==> src/hdl/rcfa_pkg.sv <==
`default_nettype none
// ----------------------------------------------------------------------------
// rcfa_pkg
// Shared types and constants of the reference-counted frame allocator:
// operation and status codes, beat payloads and the count evaluation record.
// ----------------------------------------------------------------------------
package rcfa_pkg;

   localparam int MAX_FRAMES_DEF = 4096;
   localparam int ADDR_W         = 32;
   localparam int PAGE_SHIFT     = 12;
   localparam int PG_W           = ADDR_W - PAGE_SHIFT;
   localparam int FREE_W         = 13;
   localparam int COUNT_W        = 8;
   localparam logic [COUNT_W-1:0] COUNT_MAX = 8'd255;

   typedef enum logic [1:0] {
      FUNC_ALLOC = 2'd0,
      FUNC_REF   = 2'd1,
      FUNC_UNREF = 2'd2,
      FUNC_NOP   = 2'd3
   } func_type;

   typedef enum logic [1:0] {
      ST_OK        = 2'd0,
      ST_EXHAUSTED = 2'd1,
      ST_OUTSIDE   = 2'd2,
      ST_FREE      = 2'd3
   } status_type;

   localparam logic CSR_REGION_START = 1'b0;
   localparam logic CSR_REGION_END   = 1'b1;

   typedef struct packed {
      func_type            func;
      logic [ADDR_W-1:0]   frame_addr;
   } req_type;

   typedef struct packed {
      logic [ADDR_W-1:0]   alloc_addr;
      status_type          status;
      logic [FREE_W-1:0]   free_frames;
   } rsp_type;

   // verdict of the count unit on one stored count
   typedef struct packed {
      logic                is_free;
      logic                wr_en;
      logic                freed;
      logic [COUNT_W-1:0]  new_cnt;
      status_type          status;
   } eval_type;

endpackage
`default_nettype wire

==> src/hdl/rcfa_step_unit.sv <==
`default_nettype none
// ----------------------------------------------------------------------------
// rcfa_step_unit
// Shared count unit: judges one stored count for allocate, add reference or
// drop reference and gives the new count, write strobe and status.
// ----------------------------------------------------------------------------
module rcfa_step_unit
   import rcfa_pkg::*;
(
   input  func_type              func,
   input  wire                   in_range,
   input  wire  [COUNT_W-1:0]    count,
   output eval_type              eval
);

   always_comb begin
      eval         = '0;
      eval.is_free = (count == '0);
      eval.status  = ST_OK;
      unique case (func)
         FUNC_ALLOC: begin
            eval.wr_en   = eval.is_free;
            eval.new_cnt = COUNT_W'(1);
         end
         FUNC_REF: begin
            if (!in_range) begin
               eval.status = ST_OUTSIDE;
            end else if (eval.is_free) begin
               eval.status = ST_FREE;
            end else begin
               // saturates at the top count
               eval.wr_en   = (count != COUNT_MAX);
               eval.new_cnt = count + COUNT_W'(1);
            end
         end
         FUNC_UNREF: begin
            if (!in_range) begin
               eval.status = ST_OUTSIDE;
            end else if (eval.is_free) begin
               eval.status = ST_FREE;
            end else begin
               eval.wr_en   = 1'b1;
               eval.new_cnt = count - COUNT_W'(1);
               eval.freed   = (count == COUNT_W'(1));
            end
         end
         default: begin
            eval.wr_en = 1'b0;
         end
      endcase
   end

endmodule
`default_nettype wire
==> config.mk <==
export PLATFORM = sky130hd
export DESIGN_NAME = rcfa_step_unit
export DESIGN_NICKNAME = d
export VERILOG_FILES = /design/src/hdl/rcfa_pkg.sv /design/src/hdl/rcfa_step_unit.sv
export SDC_FILE = /design/constraint.sdc
export NUM_CORES = 1
export LEC_CHECK = 0
export ABC_AREA = 1
export BUFFER_PORTS_ARGS = -buffer_cell sky130_fd_sc_hd__buf_2
export CAP_MARGIN = 10
export CORE_UTILIZATION = 40
export DETAILED_ROUTE_END_ITERATION = 6
export PLACE_DENSITY_LB_ADDON = 0.1
export SYNTH_ARGS = -nofsm -noshare
export SYNTH_HDL_FRONTEND = slang
export SYNTH_SLANG_ARGS = --single-unit
==> constraint.sdc <==
create_clock -name vclk -period 1.4
set_input_delay 0.21 -clock vclk [all_inputs]
set_output_delay 0.21 -clock vclk [all_outputs]
set_load 0.01 [all_outputs]
==> flow_summary.rst <==
.. list-table::
   :header-rows: 1

   * - Metric
     - Value
   * - Pwr dens
     - 273 mW/mm²
   * - Seq Cell Count
     - 0
   * - Initial Utilization
     - 0.437
   * - Library cell occupying the most area in the post-synthesis netlist
     - sky130_fd_sc_hd__nand2_1
   * - Synth warn
     - 0
   * - Static Leak
     - 0.000570 µW
   * - Startpoint-to-endpoint class of the critical path
     - in2out
   * - Post-route DRC
     - 0
   * - Detailed-route wire length
     - about 3.0 mm
   * - Vias in the first global route
     - 697
   * - Mean instance size in the synthesized netlist
     - 5.64 µm²
   * - I/O pin cnt
     - 24
   * - Final std cell area, no fill
     - 0.00120 mm²
   * - Via count
     - 985
   * - Height of the die
     - 39.9 µm
   * - End-of-flow core utilization
     - 0.910
   * - First-pass GRT wire length
     - 2.85 mm
   * - Source of the critical timing path
     - count[0]
   * - Fill cells
     - 58
   * - Starting DRT DRC Count
     - 47
   * - Minimum clock period after layout
     - 1.64 ns
   * - Post-detail-place hpwl
     - 1.42 mm
   * - Worst-margin pin slew
     - 0.300 ns
   * - Setup-violating endpoint count in the final report
     - 11
   * - Row Count
     - 13
   * - Top cells by count, synth
     - 25 x sky130_fd_sc_hd__nand2_1, 17 x sky130_fd_sc_hd__inv_1, 13 x sky130_fd_sc_hd__nand3_1, 8 x sky130_fd_sc_hd__a21oi_1
   * - Worst supply voltage drop on vdd
     - approximately 0.21 mV
   * - Synth unique cells
     - 21
   * - Share of post-route cells with drive strength above 1
     - 0.632
   * - Sequential cell area
     - 0 µm²
   * - Antenna diodes
     - 0
   * - Hold Fails Final Rpt
     - 0
   * - Hold path startpoint
     - in_range
   * - RSZ-0062 raised after global routing
     - yes
   * - Critical Path Max Stage Delay
     - roughly 0.25 ns
   * - Nets@finish
     - 175
   * - Fmax
     - 610 MHz
   * - Overall power of the completed layout
     - 328 µW
   * - Final estimated routing congestion in global placement
     - around 0.81
   * - Area growth from synthesis to final layout
     - 108%
   * - Worst hold path class
     - in2out
   * - Worst-path maximum fanout
     - 4
   * - Max_cap viols
     - 0
   * - Grt total ovfl
     - 0
   * - Final period utilization
     - 1.17
   * - Status
     - finished, violations left
   * - Number of non-filler instances in the completed layout
     - 170
   * - WHS Endpoint
     - eval[2]
   * - DR vias/cell
     - 5.79
   * - Worst-path cell chain
     - buf_8, buf_4, ha_4, nand3_4, o21ai_1, nand3_2, a21oi_2, buf_2
   * - Wire per inst
     - 17.5 µm
   * - Synthesized netlist net count
     - 120
   * - Cell types with the largest area share after synthesis
     - sky130_fd_sc_hd__nand2_1 16%, sky130_fd_sc_hd__ha_1 15%, sky130_fd_sc_hd__nand3_1 11%, sky130_fd_sc_hd__inv_1 11%, sky130_fd_sc_hd__a21oi_1 7.0%
   * - Worst setup slack after layout
     - -0.239 ns
   * - Worst EP required
     - 1.19 ns
   * - Cell area after placement
     - roughly 930 µm²
   * - Crit start category
     - primary input
   * - Most frequently used cell type in the post-synthesis netlist
     - sky130_fd_sc_hd__nand2_1
   * - Cell count of the worst hold path
     - 4
   * - Failing checks
     - negative setup slack
   * - Horizontal extent of the die
     - 39.9 µm
   * - Maximum number of pins on one net before global-route repair
     - 9
   * - Endpoint class of the critical path
     - output port
   * - Die outline area
     - 0.00159 mm²
   * - Number of clock buffers in the layout
     - 0
   * - Remaining number of nets flagged by the antenna check after routing
     - 0
   * - Critical path's slowest cell
     - sky130_fd_sc_hd__o21ai_1
   * - Cell Area, Synth
     - 576 µm²
   * - Detailed Routing Iterations Pass 1
     - 4
   * - Instance count after placement with tap cells included
     - between 150 and 200
   * - Post-Place Setup Slack
     - -0.232 ns
   * - Sequential share of the synthesized area
     - 0
   * - Number of antenna violations at the first check in global routing
     - 0
   * - Number of buffer cells added on primary ports
     - 24
   * - Number of instances in the synthesized netlist
     - 102
   * - Final slew viol count
     - 0
   * - Worst slew margin relative to its limit
     - 0.799
   * - Global-route usage over all layers
     - 0.256
   * - Worst path arrival time
     - roughly 1.4 ns
   * - Fraction of post-synthesis cell area in the top cell type by area
     - 0.163
   * - Core region area
     - 0.00132 mm²
## cell type report
cell class,count,area [µm²],share of cell area
inverters,17,71.3,0.0595
multi-input cells,83,688,0.574
well taps,15,18.8,0.0157
repair buffers,55,420,0.351
## logic make-up after synthesis
logic type | Yosys count | synth area share
xor gates and xnor gates | 4 | 0.0609
and+or+nand+nor | 57 | 0.498
adders and majority gates | 7 | 0.152
buffers and inverters | 19 | 0.137
AOI/OAI and AO/OA | 15 | 0.152
## cells in the final DEF, fill, tap and decap left out, types with 3 or more instances in the layout
cell type	n
sky130_fd_sc_hd__xor2_1	4
sky130_fd_sc_hd__buf_4	28
sky130_fd_sc_hd__buf_6	6
sky130_fd_sc_hd__inv_1	12
sky130_fd_sc_hd__nand2_2	4
sky130_fd_sc_hd__inv_4	3
sky130_fd_sc_hd__nand2_1	19
sky130_fd_sc_hd__buf_2	17
sky130_fd_sc_hd__ha_4	4
sky130_fd_sc_hd__a21oi_2	5
sky130_fd_sc_hd__ha_1	3
sky130_fd_sc_hd__nor2_4	7
sky130_fd_sc_hd__nand3_2	6
sky130_fd_sc_hd__nand2_4	3
sky130_fd_sc_hd__nand3_1	5
sky130_fd_sc_hd__a21oi_1	3
## worst max-delay path: cells and delay by family
family                     cells  cell delay, ns
AOI/OAI and AO/OA              2            0.43
adders and majority gates      1            0.16
buffers and inverters          3            0.37
and+or+nand+nor                2            0.23
## report_power, final
part | switching [µW] | total, µW | leakage, µW | internal [µW]
Clock | 0 | 0 | 0 | 0
Sequential | 0 | 0 | 0 | 0
Combinational | 176 | 328 | 0.000570 | 152
Total | 176 | 328 | 0.000570 | 152
## what timing repair did
item	in CTS	in global routing
pin swaps	9	10
endpoints found under the setup margin	12	11
setup buffers	3	1
gates resized for setup	38	25
hold buffers	0	0
## worst max path at each step
stage / slack (ns) / end / cells past startpoint
5_1_grt: -0.34 / eval[8] / 8
2_1_floorplan: 0.0006 / eval[9] / 7
3_5_place_dp: -0.23 / eval[9] / 9
6_report: -0.24 / eval[8] / 8
4_1_cts: -0.06 / eval[9] / 10
3_3_place_gp: -0.16 / eval[9] / 9
## metrics by stage
stage | setup TNS [ns] | hold slack (ns)
floorplan | 0 | 0.547
global placement | -1.17 | 0.802
detailed placement | -1.72 | 0.810
CTS | -0.325 | 0.817
global route | -1.78 | 0.871
finish | -1.10 | 0.851
## metal layers
metal / part of all wire / GRT usage / vias to the layer above
met5: 0 / 0 / -
met4: 0.057 / 0 / 0
met3: 0.078 / 0.0111 / 21
met2: 0.51 / 0.512 / 74
met1: 0.35 / 0.311 / 443
li1: - / - / 447
(Power assumes the default switching activity.)
